$ cat config.mk
export PLATFORM = sky130hd
export DESIGN_NAME = serial_keyed_window_table_core
export DESIGN_NICKNAME = d
export VERILOG_FILES = /design/src/skwt_pkg.sv /design/src/serial_keyed_window_table_core.sv
export SDC_FILE = /design/constraint.sdc
export NUM_CORES = 2
export LEC_CHECK = 0
export ABC_AREA = 1
export BUFFER_PORTS_ARGS = -buffer_cell sky130_fd_sc_hd__buf_2
export CELL_PAD_IN_SITES_DETAIL_PLACEMENT = 2
export CELL_PAD_IN_SITES_GLOBAL_PLACEMENT = 2
export CORE_ASPECT_RATIO = 1.5
export CORE_UTILIZATION = 38
export CTS_CLUSTER_DIAMETER = 30
export DETAILED_ROUTE_END_ITERATION = 8
export HOLD_SLACK_MARGIN = 0.08
export PLACE_DENSITY = 0.85
export SYNTH_ARGS = -nofsm -noshare
export SYNTH_HDL_FRONTEND = slang
export SYNTH_SLANG_ARGS = --single-unit
$ cat constraint.sdc
create_clock -name i_clk -period 5.5 [get_ports i_clk]
set_input_delay 0.275 -clock i_clk [delete_from_list [all_inputs] [get_ports i_clk]]
set_output_delay 0.275 -clock i_clk [all_outputs]
set_load 0.1 [all_outputs]
$ cat src/skwt_pkg.sv
// shared constants, codes and key compare for the serial keyed window table
package skwt_pkg;

    // default table depth
    localparam int CAPACITY_DEF = 32;

    // field widths
    localparam int KEY_W     = 8;
    localparam int VAL_W     = 32;
    localparam int CMD_W     = 2;
    localparam int STAT_W    = 2;
    localparam int CNT_OUT_W = 6;

    // half of the key space, breakpoint of serial compare
    localparam logic [KEY_W-1:0] HALF_RANGE = 8'd128;

    // command codes
    localparam logic [CMD_W-1:0] CMD_PUSH  = 2'd0;
    localparam logic [CMD_W-1:0] CMD_ERASE = 2'd1;
    localparam logic [CMD_W-1:0] CMD_CLEAR = 2'd2;
    localparam logic [CMD_W-1:0] CMD_QUERY = 2'd3;

    // status codes
    localparam logic [STAT_W-1:0] STAT_OK      = 2'd0;
    localparam logic [STAT_W-1:0] STAT_FULL    = 2'd1;
    localparam logic [STAT_W-1:0] STAT_RESTART = 2'd2;

    // x precedes y in serial number order
    function automatic logic serial_before(input logic [KEY_W-1:0] x,
                                           input logic [KEY_W-1:0] y);
        logic [KEY_W-1:0] d;
        d = y - x;
        if (d == HALF_RANGE) begin
            return x < y;
        end
        return (x != y) && (d < HALF_RANGE);
    endfunction

endpackage

$ cat src/serial_keyed_window_table_core.sv
// serial keyed window table: sorted key/value store with window ends and range query
//
//  channel | signals                                            | dir | handshake
//  --------+----------------------------------------------------+-----+-------------------
//  in      | i_command i_key i_key_hi i_value                   | in  | i_valid / o_ready
//  out     | o_out_key o_out_value o_has_entry o_last o_status  | out | o_valid / i_ready
//          | o_entry_count o_oldest_key o_newest_key            |     |
//
// one beat at a time, all work goes through one table memory port pair (registered read).
// push walks down from the top, moving each larger key up, before it writes; clear and a full
// push go straight to their status beat; erase streams every held entry; query reads every held
// entry, in two passes when the range wraps, and reads none when the range is empty. o_ready
// is high only in idle; a finished beat may wait in the output register while the next command
// is taken, a busy output stalls a query at each further match and every command at its closing
// beat. reset clears the state, counts, window ends and the valid and pending flags, not the table.
module serial_keyed_window_table_core #(
    parameter int CAPACITY = skwt_pkg::CAPACITY_DEF
) (
    input  logic                                  i_clk,
    input  logic                                  i_rst_n,
    // command channel
    input  logic                                  i_valid,
    output logic                                  o_ready,
    input  logic [skwt_pkg::CMD_W-1:0]            i_command,
    input  logic [skwt_pkg::KEY_W-1:0]            i_key,
    input  logic [skwt_pkg::KEY_W-1:0]            i_key_hi,
    input  logic signed [skwt_pkg::VAL_W-1:0]     i_value,
    // result channel
    output logic                                  o_valid,
    input  logic                                  i_ready,
    output logic [skwt_pkg::KEY_W-1:0]            o_out_key,
    output logic signed [skwt_pkg::VAL_W-1:0]     o_out_value,
    output logic                                  o_has_entry,
    output logic                                  o_last,
    output logic [skwt_pkg::STAT_W-1:0]           o_status,
    output logic [skwt_pkg::CNT_OUT_W-1:0]        o_entry_count,
    output logic [skwt_pkg::KEY_W-1:0]            o_oldest_key,
    output logic [skwt_pkg::KEY_W-1:0]            o_newest_key
);

    localparam int CW = $clog2(CAPACITY + 1);
    localparam int IW = (CAPACITY > 1) ? $clog2(CAPACITY) : 1;
    localparam int KW = skwt_pkg::KEY_W;
    localparam int VW = skwt_pkg::VAL_W;
    localparam int SW = skwt_pkg::STAT_W;

    typedef enum logic [3:0] {
        ST_IDLE,
        ST_PUSH_RD,
        ST_PUSH_CHK,
        ST_ERASE,
        ST_ERASE_FIN,
        ST_QRY_RD,
        ST_QRY_CHK,
        ST_QRY_END,
        ST_EMIT
    } t_state;

    // table memory
    logic [KW-1:0] mem_key [CAPACITY];
    logic [VW-1:0] mem_val [CAPACITY];
    logic          mem_we;
    logic [IW-1:0] mem_waddr;
    logic [KW-1:0] mem_wkey;
    logic [VW-1:0] mem_wval;
    logic          mem_re;
    logic [IW-1:0] mem_raddr;
    logic [KW-1:0] r_rd_key;
    logic [VW-1:0] r_rd_val;

    // sequencer state
    t_state        r_state, n_state;
    logic [CW-1:0] r_count, n_count;
    logic [KW-1:0] r_oldest, n_oldest;
    logic [KW-1:0] r_newest, n_newest;
    logic [KW-1:0] r_key, n_key;
    logic [KW-1:0] r_key_hi, n_key_hi;
    logic [VW-1:0] r_val, n_val;
    logic [SW-1:0] r_status, n_status;
    logic [CW-1:0] r_ptr, n_ptr;
    logic [CW-1:0] r_w, n_w;
    logic          r_dv, n_dv;
    logic [CW-1:0] r_nm, n_nm;
    logic [KW-1:0] r_after, n_after;
    logic          r_after_got, n_after_got;
    logic [KW-1:0] r_prev, n_prev;
    logic          r_prev_got, n_prev_got;
    logic [KW-1:0] r_first, n_first;
    logic [KW-1:0] r_lastk, n_lastk;
    logic          r_any, n_any;
    logic          r_wrap, n_wrap;
    logic          r_pass, n_pass;
    logic          r_pend, n_pend;
    logic [KW-1:0] r_pend_key, n_pend_key;
    logic [VW-1:0] r_pend_val, n_pend_val;

    // output register
    logic          r_o_valid, n_o_valid;
    logic [KW-1:0] r_o_key, n_o_key;
    logic [VW-1:0] r_o_value, n_o_value;
    logic          r_o_has, n_o_has;
    logic          r_o_last, n_o_last;
    logic [SW-1:0] r_o_status, n_o_status;
    logic [skwt_pkg::CNT_OUT_W-1:0] r_o_count, n_o_count;
    logic [KW-1:0] r_o_oldest, n_o_oldest;
    logic [KW-1:0] r_o_newest, n_o_newest;

    // output load request
    logic          ld_out;
    logic [KW-1:0] ld_key;
    logic [VW-1:0] ld_val;
    logic          ld_has;
    logic          ld_last;
    logic [SW-1:0] ld_status;

    logic          out_free;
    logic [CW-1:0] ptr_m1;
    logic          q_match;

    assign out_free = !r_o_valid || i_ready;
    assign ptr_m1   = r_ptr - CW'(1);

    // range match for the current query pass
    always_comb begin
        if (!r_wrap) begin
            q_match = (r_rd_key >= r_key) && (r_rd_key <= r_key_hi);
        end else if (!r_pass) begin
            q_match = (r_rd_key >= r_key);
        end else begin
            q_match = (r_rd_key <= r_key_hi);
        end
    end

    // table memory, registered read
    always_ff @(posedge i_clk) begin
        if (mem_we) begin
            mem_key[mem_waddr] <= mem_wkey;
            mem_val[mem_waddr] <= mem_wval;
        end
        if (mem_re) begin
            r_rd_key <= mem_key[mem_raddr];
            r_rd_val <= mem_val[mem_raddr];
        end
    end

    // sequencer next state
    always_comb begin
        n_state     = r_state;
        n_count     = r_count;
        n_oldest    = r_oldest;
        n_newest    = r_newest;
        n_key       = r_key;
        n_key_hi    = r_key_hi;
        n_val       = r_val;
        n_status    = r_status;
        n_ptr       = r_ptr;
        n_w         = r_w;
        n_dv        = r_dv;
        n_nm        = r_nm;
        n_after     = r_after;
        n_after_got = r_after_got;
        n_prev      = r_prev;
        n_prev_got  = r_prev_got;
        n_first     = r_first;
        n_lastk     = r_lastk;
        n_any       = r_any;
        n_wrap      = r_wrap;
        n_pass      = r_pass;
        n_pend      = r_pend;
        n_pend_key  = r_pend_key;
        n_pend_val  = r_pend_val;
        mem_we      = 1'b0;
        mem_waddr   = '0;
        mem_wkey    = '0;
        mem_wval    = '0;
        mem_re      = 1'b0;
        mem_raddr   = '0;
        ld_out      = 1'b0;
        ld_key      = '0;
        ld_val      = '0;
        ld_has      = 1'b0;
        ld_last     = 1'b1;
        ld_status   = skwt_pkg::STAT_OK;

        case (r_state)
            // take a command beat
            ST_IDLE: begin
                if (i_valid) begin
                    n_key    = i_key;
                    n_key_hi = i_key_hi;
                    n_val    = i_value;
                    n_status = skwt_pkg::STAT_OK;
                    case (i_command)
                        skwt_pkg::CMD_PUSH: begin
                            if (r_count == CW'(CAPACITY)) begin
                                n_status = skwt_pkg::STAT_FULL;
                                n_state  = ST_EMIT;
                            end else if (r_count == '0) begin
                                n_oldest = i_key;
                                n_newest = i_key;
                                n_ptr    = '0;
                                n_state  = ST_PUSH_RD;
                            end else if (skwt_pkg::serial_before(i_key, r_oldest) &&
                                         skwt_pkg::serial_before(r_newest, i_key)) begin
                                n_count  = '0;
                                n_oldest = i_key;
                                n_newest = i_key;
                                n_status = skwt_pkg::STAT_RESTART;
                                n_ptr    = '0;
                                n_state  = ST_PUSH_RD;
                            end else begin
                                if (skwt_pkg::serial_before(i_key, r_oldest)) begin
                                    n_oldest = i_key;
                                end
                                if (skwt_pkg::serial_before(r_newest, i_key)) begin
                                    n_newest = i_key;
                                end
                                n_ptr   = r_count;
                                n_state = ST_PUSH_RD;
                            end
                        end
                        skwt_pkg::CMD_ERASE: begin
                            n_ptr       = '0;
                            n_w         = '0;
                            n_dv        = 1'b0;
                            n_nm        = '0;
                            n_after_got = 1'b0;
                            n_prev_got  = 1'b0;
                            n_any       = 1'b0;
                            n_state     = ST_ERASE;
                        end
                        skwt_pkg::CMD_CLEAR: begin
                            n_count  = '0;
                            n_oldest = '0;
                            n_newest = '0;
                            n_state  = ST_EMIT;
                        end
                        default: begin
                            n_pend = 1'b0;
                            n_ptr  = '0;
                            n_pass = 1'b0;
                            n_wrap = (i_key_hi < i_key);
                            if (skwt_pkg::serial_before(i_key_hi, i_key)) begin
                                n_state = ST_QRY_END;
                            end else begin
                                n_state = ST_QRY_RD;
                            end
                        end
                    endcase
                end
            end

            // insert: walk down from the top, shifting larger keys up
            ST_PUSH_RD: begin
                if (r_ptr == '0) begin
                    mem_we    = 1'b1;
                    mem_waddr = '0;
                    mem_wkey  = r_key;
                    mem_wval  = r_val;
                    n_count   = r_count + CW'(1);
                    n_state   = ST_EMIT;
                end else begin
                    mem_re    = 1'b1;
                    mem_raddr = ptr_m1[IW-1:0];
                    n_state   = ST_PUSH_CHK;
                end
            end

            ST_PUSH_CHK: begin
                mem_we    = 1'b1;
                mem_waddr = r_ptr[IW-1:0];
                if (r_rd_key > r_key) begin
                    mem_wkey = r_rd_key;
                    mem_wval = r_rd_val;
                    n_ptr    = ptr_m1;
                    n_state  = ST_PUSH_RD;
                end else begin
                    mem_wkey = r_key;
                    mem_wval = r_val;
                    n_count  = r_count + CW'(1);
                    n_state  = ST_EMIT;
                end
            end

            // erase: stream the table, compacting survivors and noting neighbors
            ST_ERASE: begin
                if (r_ptr < r_count) begin
                    mem_re    = 1'b1;
                    mem_raddr = r_ptr[IW-1:0];
                    n_ptr     = r_ptr + CW'(1);
                    n_dv      = 1'b1;
                end else begin
                    n_dv = 1'b0;
                end
                if (r_dv) begin
                    n_any   = 1'b1;
                    n_lastk = r_rd_key;
                    if (!r_any) begin
                        n_first = r_rd_key;
                    end
                    if (r_rd_key == r_key) begin
                        if (r_nm == '0) begin
                            n_prev_got = r_any;
                            n_prev     = r_lastk;
                        end
                        n_nm = r_nm + CW'(1);
                    end else begin
                        mem_we    = 1'b1;
                        mem_waddr = r_w[IW-1:0];
                        mem_wkey  = r_rd_key;
                        mem_wval  = r_rd_val;
                        n_w       = r_w + CW'(1);
                        if ((r_nm != '0) && !r_after_got) begin
                            n_after_got = 1'b1;
                            n_after     = r_rd_key;
                        end
                    end
                end
                if ((r_ptr == r_count) && !r_dv) begin
                    n_state = ST_ERASE_FIN;
                end
            end

            // erase: move window ends and drop the removed count
            ST_ERASE_FIN: begin
                if ((r_nm != '0) && (r_nm != r_count) && (r_oldest != r_newest)) begin
                    if (r_key == r_oldest) begin
                        n_oldest = r_after_got ? r_after : r_first;
                    end else if (r_key == r_newest) begin
                        n_newest = r_prev_got ? r_prev : r_lastk;
                    end
                end
                n_count = r_count - r_nm;
                n_state = ST_EMIT;
            end

            // query: read the next entry or move to the next pass
            ST_QRY_RD: begin
                if (r_ptr == r_count) begin
                    if (r_wrap && !r_pass) begin
                        n_pass = 1'b1;
                        n_ptr  = '0;
                    end else begin
                        n_state = ST_QRY_END;
                    end
                end else begin
                    mem_re    = 1'b1;
                    mem_raddr = r_ptr[IW-1:0];
                    n_state   = ST_QRY_CHK;
                end
            end

            // query: hold one match back so the final beat can carry last
            ST_QRY_CHK: begin
                if (q_match && r_pend) begin
                    if (out_free) begin
                        ld_out     = 1'b1;
                        ld_key     = r_pend_key;
                        ld_val     = r_pend_val;
                        ld_has     = 1'b1;
                        ld_last    = 1'b0;
                        n_pend_key = r_rd_key;
                        n_pend_val = r_rd_val;
                        n_ptr      = r_ptr + CW'(1);
                        n_state    = ST_QRY_RD;
                    end
                end else begin
                    if (q_match) begin
                        n_pend     = 1'b1;
                        n_pend_key = r_rd_key;
                        n_pend_val = r_rd_val;
                    end
                    n_ptr   = r_ptr + CW'(1);
                    n_state = ST_QRY_RD;
                end
            end

            // query: closing beat, empty when nothing matched
            ST_QRY_END: begin
                if (out_free) begin
                    ld_out  = 1'b1;
                    ld_has  = r_pend;
                    ld_key  = r_pend ? r_pend_key : '0;
                    ld_val  = r_pend ? r_pend_val : '0;
                    n_pend  = 1'b0;
                    n_state = ST_IDLE;
                end
            end

            // single status beat for push, erase and clear
            ST_EMIT: begin
                if (out_free) begin
                    ld_out    = 1'b1;
                    ld_status = r_status;
                    n_state   = ST_IDLE;
                end
            end

            default: begin
                n_state = ST_IDLE;
            end
        endcase
    end

    // output register next values
    always_comb begin
        n_o_valid  = r_o_valid && !i_ready;
        n_o_key    = r_o_key;
        n_o_value  = r_o_value;
        n_o_has    = r_o_has;
        n_o_last   = r_o_last;
        n_o_status = r_o_status;
        n_o_count  = r_o_count;
        n_o_oldest = r_o_oldest;
        n_o_newest = r_o_newest;
        if (ld_out) begin
            n_o_valid  = 1'b1;
            n_o_key    = ld_key;
            n_o_value  = ld_val;
            n_o_has    = ld_has;
            n_o_last   = ld_last;
            n_o_status = ld_status;
            n_o_count  = skwt_pkg::CNT_OUT_W'(r_count);
            n_o_oldest = r_oldest;
            n_o_newest = r_newest;
        end
    end

    // state and registered outputs
    always_ff @(posedge i_clk) begin
        if (!i_rst_n) begin
            r_state   <= ST_IDLE;
            r_count   <= '0;
            r_oldest  <= '0;
            r_newest  <= '0;
            r_dv      <= 1'b0;
            r_pend    <= 1'b0;
            r_o_valid <= 1'b0;
        end else begin
            r_state   <= n_state;
            r_count   <= n_count;
            r_oldest  <= n_oldest;
            r_newest  <= n_newest;
            r_dv      <= n_dv;
            r_pend    <= n_pend;
            r_o_valid <= n_o_valid;
        end
        r_key       <= n_key;
        r_key_hi    <= n_key_hi;
        r_val       <= n_val;
        r_status    <= n_status;
        r_ptr       <= n_ptr;
        r_w         <= n_w;
        r_nm        <= n_nm;
        r_after     <= n_after;
        r_after_got <= n_after_got;
        r_prev      <= n_prev;
        r_prev_got  <= n_prev_got;
        r_first     <= n_first;
        r_lastk     <= n_lastk;
        r_any       <= n_any;
        r_wrap      <= n_wrap;
        r_pass      <= n_pass;
        r_pend_key  <= n_pend_key;
        r_pend_val  <= n_pend_val;
        r_o_key     <= n_o_key;
        r_o_value   <= n_o_value;
        r_o_has     <= n_o_has;
        r_o_last    <= n_o_last;
        r_o_status  <= n_o_status;
        r_o_count   <= n_o_count;
        r_o_oldest  <= n_o_oldest;
        r_o_newest  <= n_o_newest;
    end

    // ports
    assign o_ready       = (r_state == ST_IDLE);
    assign o_valid       = r_o_valid;
    assign o_out_key     = r_o_key;
    assign o_out_value   = r_o_value;
    assign o_has_entry   = r_o_has;
    assign o_last        = r_o_last;
    assign o_status      = r_o_status;
    assign o_entry_count = r_o_count;
    assign o_oldest_key  = r_o_oldest;
    assign o_newest_key  = r_o_newest;

    // held count never passes the table depth
    a_count_bound: assert property (@(posedge i_clk) disable iff (!i_rst_n)
        r_count <= CW'(CAPACITY))
        else $error("held count above capacity");

    // every accepted command leaves idle
    a_accept_busy: assert property (@(posedge i_clk) disable iff (!i_rst_n)
        (i_valid && o_ready) |=> (r_state != ST_IDLE))
        else $error("accepted command did not start work");

    // an empty beat always closes its command
    a_empty_last: assert property (@(posedge i_clk) disable iff (!i_rst_n)
        (r_o_valid && !r_o_has) |-> r_o_last)
        else $error("empty result beat without last");

    // compaction write pointer never passes the read pointer
    a_erase_order: assert property (@(posedge i_clk) disable iff (!i_rst_n)
        (r_state == ST_ERASE) |-> (r_w <= r_ptr))
        else $error("erase write pointer passed read pointer");

    // table writes stay inside the held region plus one
    a_write_bound: assert property (@(posedge i_clk) disable iff (!i_rst_n)
        mem_we |-> (CW'(mem_waddr) <= r_count))
        else $error("table write beyond held entries");

endmodule
# Yosys cells after proc, flatten, opt, wreduce, memory -nomap -nowiden
# Memories as Yosys holds them, arrays and structs flattened. A register that Yosys moved wholly into a read port is not among the register bits.
# Index checks and enable logic that the tools add are counted.
[totals] ff_bits=240 ram_bits=1280 inputBits=54 out_inout_bits=68 elab_cells=369 n_memories=2
[memory_table] memory="mem_val" words=32 word_bits=32 read_ports=1 rd_ports_with_merged_regs=1 wr=1 line="serial_keyed_window_table_core.sv:61" rtl="logic [VW-1:0] mem_val [CAPACITY];"
[memory_table] memory="mem_key" words=32 word_bits=8 read_ports=1 rd_ports_with_merged_regs=1 wr=1 line="serial_keyed_window_table_core.sv:60" rtl="logic [KW-1:0] mem_key [CAPACITY];"
[classes] addsub=9 magnitude_cmp=10 n_eq_ne=55 mux=199 bitwise_logic=4 reduce_logical=56
[op_table] cell="two-way mux 32 bit" count=11
[op_table] cell="two-way mux 8 bit" count=28
[op_table] cell="two-way mux 6 bit" count=21
[op_table] cell="one-hot mux 32 bit (3 select lines)" count=1
[op_table] cell="two-way mux 1 bit" count=94
[op_table] cell="one-hot mux 8 bit (2 select lines)" count=5
[op_table] cell="one-hot mux 32 bit (2 select lines)" count=1
[op_table] cell="one-hot mux 6 bit (2 select lines)" count=4
[op_table] cell="inequality test 2 bit (second input constant)" count=23
[op_table] cell="two-way mux 4 bit" count=10
[op_table] cell="inequality test 8 bit" count=4
[op_table] cell="one-hot mux 4 bit (8 select lines)" count=1
[op_table] cell="one-hot mux 6 bit (5 select lines)" count=1
[op_table] cell="two-way mux 5 bit" count=5
[op_table] cell="adder 6 x 1 -> 6 bit (second input constant)" count=4
[op_table] cell="== test 8 bit" count=3
[op_table] cell="== test 8 bit (second input constant)" count=3
[op_table] cell="< comparator 8 bit" count=3
[op_table] cell="< comparator 8 bit (second input constant)" count=3
[op_table] cell="one-hot mux 6 bit (4 select lines)" count=1
[op_table] cell="one-hot mux 8 bit (3 select lines)" count=1
[op_table] cell="subtractor 8 bit" count=3
[op_table] cell="AND reduction 5 bit" count=4
[op_table] cell="zero test 6 bit" count=3
[op_table] cell="45 further kinds" count=96

# Longest topological paths before layout
[depth] depth_word=35 ltp_mapped=19

# Least setup slack after synthesis
# No wires, ideal clock.
[synth_path] path_type="reg-to-reg" from="register r_o_valid, in the netlist o_valid" to="register r_o_count (netlist bit o_entry_count[0]), enable pin" arrival_time_ns=5.478 slack_ns=-0.560 stages_incl_launch_ff=4 path_buffers=0 path_cell_list="dfxtp_1 > inv_1 > nor2_1 > o21ai_0"
[synth_between] elab_chain_len=5
[synth_lines] element="start, declared" line="serial_keyed_window_table_core.sv:98" rtl="logic r_o_valid, n_o_valid;"
[synth_lines] element="start signal, assigned" line="serial_keyed_window_table_core.sv:446" rtl="r_o_valid <= n_o_valid;"
[synth_lines] element="zero test 1 bit (*)" line="serial_keyed_window_table_core.sv:120" rtl="assign out_free = !r_o_valid || i_ready;"
[synth_lines] element="logical OR 1 bit (*)" line="serial_keyed_window_table_core.sv:120"
[synth_lines] element="two-way mux 1 bit (*)" line="serial_keyed_window_table_core.sv:356, serial_keyed_window_table_core.sv:380, serial_keyed_window_table_core.sv:392"
[synth_lines] element="two-way mux 1 bit" line="serial_keyed_window_table_core.sv:355" rtl="if (q_match && r_pend) begin"
[synth_lines] element="one-hot mux 1 bit (2 select lines) (*)" line="serial_keyed_window_table_core.sv:185" rtl="case (r_state)"
[synth_lines] element="net ld_out" line="serial_keyed_window_table_core.sv:109" rtl="logic ld_out;"
[synth_lines] element="end signal, assigned" line="serial_keyed_window_table_core.sv:471" rtl="r_o_count <= n_o_count;"
[synth_lines] element="end, declared" line="serial_keyed_window_table_core.sv:104" rtl="logic [skwt_pkg::CNT_OUT_W-1:0] r_o_count, n_o_count;"
# Mark *: on every way through the listed nets, which the timed path passes. The rest lies on a longest branch.
# A chain may end at the register's enable or synchronous reset.

# Worst setup path in the final report
[layout_path] from="register r_rd_key[7], read port of mem_key" to="memory mem_val[31][17] (netlist name), enable pin"
[layout_between] elab_chain_len=6 word_cells_on_any_way=9
[layout_lines] element="start, declared" line="serial_keyed_window_table_core.sv:68" rtl="logic [KW-1:0] r_rd_key;"
[layout_lines] element="== test 8 bit (*)" line="serial_keyed_window_table_core.sv:301" rtl="if (r_rd_key == r_key) begin"
[layout_lines] element="two-way mux 1 bit" line="serial_keyed_window_table_core.sv:301"
[layout_lines] element="two-way mux 1 bit" line="serial_keyed_window_table_core.sv:295" rtl="if (r_dv) begin"
[layout_lines] element="one-hot mux 1 bit (3 select lines)" line="serial_keyed_window_table_core.sv:185"
[layout_lines] element="two-way mux 1 bit" line="serial_keyed_window_table_core.sv:136" rtl="if (mem_we) begin"
[layout_lines] element="two-way mux 1 bit (implied by the code)" line="serial_keyed_window_table_core.sv:138" rtl="mem_val[mem_waddr] <= mem_wval;"
[layout_lines] element="end, declared" line="serial_keyed_window_table_core.sv:61"
# Mark *: on every way between the ends. The rest lies on a longest branch, timed or not.

==> results.yml <==
sta:
  rsz0062_at_grt: "false"
  setup_viol: 12
  fmax_mhz: 178
  final.setup_skew_ns: 0.0883
  period_share_pct: 102
  worst_slack_ns: -0.122
  tightest_slew_ns: 1.46
  finalCriticalPeriod_ns: 5.62
  hold_ws_ns: 0.127
  hold_viol: 0
  finalMaxSlewViolations: 0
  slew_headroom_pct: 2.15
critical_path:
  cp-start-kind: "flip-flop"
  reg2reg_slack_ns: -0.12
  crit_required_ns: 6.00
  critPathKind: "flip-flop to flip-flop"
  end_kind: "flip-flop"
  critPathMaxFanout: 20
  rr_worst_depth: 9
  crit_arrival_ns: 6.12
grt:
  grt_pass1_vias: 63400
  gr-total-overflow: 0
  grt_max_degree: 154
  track_usage_pct: 36.5
  antenna_found_initial: 10
  grt_pass1_wl_um: 476000
floorplan:
  initial_utilization_pct: 38.2
  die_h_um: 521
  fp-row-count: 190
  die_width_um: 348
  die-area_um2: 181000
  boundaryPins: 122
  core_um2: 179000
finish:
  n_fill_cell: 17800
  multi_input_area_um2: 16600
  seqCellArea_um2: 46500
  area_delta_synth_final_pct: 22.1
  post_layout_nonfiller_instances: 9423
  nets: 6905
  drive_above_1_share_pct: 12.5
min_path:
  min_path_cells: 2
  min_path_type: "primary input to flip-flop"
cts:
  cts_root_buf: "clkbuf_16"
  clk_pin_slew_ns: 0.06
  cts_tree: "yes"
  ctsLongestPathBuffers: 4
  cts.sinks: 1559
  clock_latency_ns: 0.90
  htree_levels: 5
  numCtsBuffers: 296
route:
  antenna_left: 0
  num_vias: 57900
  drc: 0
  drtIter0Drc: 7062
  wl_per_cell_um: 37.2
  wirelength_um: 351000
  drt-pass1-iter-count: 6
  viasPerCell: 6.14
pwr:
  seq_power_share_pct: 31.2
  clkPwrFrac_pct: 38.9
  internal_power_mw: 30.0
  vdd_drop_max_v: 0.000449
  powerDensity_nw_per_um2: 604
  power_switching_mw: 20.4
  leakage_nw: 34.5
  p_comb_share_pct: 29.9
  swShare_pct: 40.5
  total_power_mw: 50.3
placement:
  post-place-cells: 8841
  dp_slack_ns: 0.938
  hpwl_um: 159000
  portBuffers: 121
  globalplace.congestion: 0.854
logic_synthesis:
  syn_area_um2: 68300
  ys_seq_area_share_pct: 68.1
  synth_edf_count: 1530
  yosysWarnings: 0
  ys_types: 48
  synthCells: 6463
  ys_ff_latch: 1559
  synth_area_per_cell_um2: 10.6
  ys.flop_type: "edfxtp_1"
  syn-num-nets: 6576
  synthArstFlopShare_pct: 0
outcome:
  failed_checks: "negative setup slack"
  status: "finished with violations"
run:
  cap_viol_max_count: 0
==> worst paths after layout <==
kind | startpoint | to
worst max-delay path | r_rd_key[7] | mem_val[31][17]
worst min-delay path | i_value[27] | r_val[27]
worst max register to register | r_rd_key[7] | mem_val[31][17]
worst min register to register | r_lastk[5] | r_prev[5]
==> cell type report <==
cell class                 instances  share of cell area, %
clock buffer                     326                   9.29
inverter                        1130                   5.11
timing repair buffer             336                   3.62
clock inverter                   197                   2.64
antenna                            6                 0.0180
sequential                      1559                   55.8
tap                             2400                   3.60
multi-input combinational       3469                   19.9
==> logic make-up (layout without fill, tap and decap cells) <==
group / count (synthesis) / after routing / synth area share [%]
AO/OA/AOI/OAI: 312 / 312 / 2.97
XOR/XNOR: 38 / 38 / 0.487
adder cells (fa/ha/maj): 59 / 59 / 1.09
buffers and inverters: 1435 / 1989 / 8.29
flip-flops: 1559 / 1559 / 68.1
other: 0 / 6 / 0
AND/OR/NAND/NOR: 3060 / 3060 / 19.0
==> layout by cell type, fill, tap and decap left out, types with 27 or more instances in the layout <==
cell type / count
nand2_1: 1764
edfxtp_1: 1530
inv_1: 1120
nand3_1: 949
clkbuf_16: 305
nor2_1: 178
o211ai_1: 123
buf_2: 121
buf_4: 109
nand4_1: 58
ha_1: 58
a21oi_1: 55
dlygate4sd3_1: 53
buf_12: 53
o21ai_2: 38
inv_6: 37
clkinv_1: 37
o21ai_0: 36
clkinv_2: 34
nor2_4: 34
bufinv_16: 34
dfxtp_1: 29
xor2_1: 27
==> metal layers <==
metal  part of all wire [%]  up-vias  track usage (%)
li1                       -    22200                -
met1                     33    29200             39.9
met2                     48     4667             61.6
met3                    9.4     1891             7.70
met4                    9.7        6             28.8
met5                  0.013        -                0
==> synth_stat cells (2+ instances only) <==
library cell / count / share of area, %
nand2_1: 1765 / 9.7
edfxtp_1: 1530 / 67
inv_1: 1122 / 6.2
nand3_1: 952 / 7.0
nor2_1: 212 / 1.2
buf_2: 191 / 1.4
o211ai_1: 123 / 1.4
clkbuf_1: 87 / 0.48
o21ai_0: 77 / 0.56
ha_1: 58 / 1.1
nand4_1: 58 / 0.53
a21oi_1: 56 / 0.41
dfxtp_1: 29 / 0.85
xor2_1: 27 / 0.35
or2_2: 23 / 0.21
or2_0: 21 / 0.19
buf_1: 20 / 0.11
nor3_1: 16 / 0.12
xnor2_1: 11 / 0.14
o31ai_1: 10 / 0.11
o22ai_1: 9 / 0.082
nor4_1: 8 / 0.073
o31a_1: 8 / 0.10
inv_2: 6 / 0.033
a31oi_1: 5 / 0.046
buf_4: 5 / 0.055
a211oi_1: 4 / 0.044
o21bai_1: 3 / 0.033
a21oi_2: 2 / 0.026
a31o_2: 2 / 0.026
buf_6: 2 / 0.033
clkinv_1: 2 / 0.011
nor3_2: 2 / 0.029
o21ai_1: 2 / 0.015
o221ai_1: 2 / 0.026
==> worst max-delay path, stage by stage (launching register included) <==
cell      delay (ns)
edfxtp_1        0.52
ha_1            0.39
nand4_1         0.21
nor4_1          0.12
nor2_1          0.32
nand2_1         0.43
o22ai_1         0.79
nand3_1         0.60
nor2_4          1.27
buf_4           0.52
==> per-stage QoR <==
stage	util [%]	cell area [µm²]	setup TNS, ns
after CTS	46.7	83300	0
final	46.7	83400	-1.22
after global placement	40.8	72900	0
after global routing	46.7	83300	0
after detailed placement	40.8	72900	0
after floorplan	-	68300	0
==> sequential cells by signal (all words and copies together), names as in the netlist, 32 cells and up <==
signal / count
mem_key: 256
mem_val: 1024
o_out_value: 32
r_pend_val: 32
r_rd_val: 32
r_val: 32
==> power groups by stage <==
stage | clock, mW | combinational (mW) | sequential, mW
6_report | 19.6 | 15.1 | 15.7
2_1_floorplan | 0 | 7.17 | 16.3
5_1_grt | 19.9 | 15.4 | 15.7
3_3_place_gp | 0 | 12.1 | 15.7
3_5_place_dp | 0 | 13.1 | 15.8
4_1_cts | 19.3 | 14.3 | 15.6
==> repair_timing <==
action / in CTS / in global routing
hold buffers: 53 / 0
buffers inserted: 0 / 0
hold endpoints to repair: 78 / 0
resized for setup: 0 / 0
Note: power is estimated with default switching activity, not from simulation.
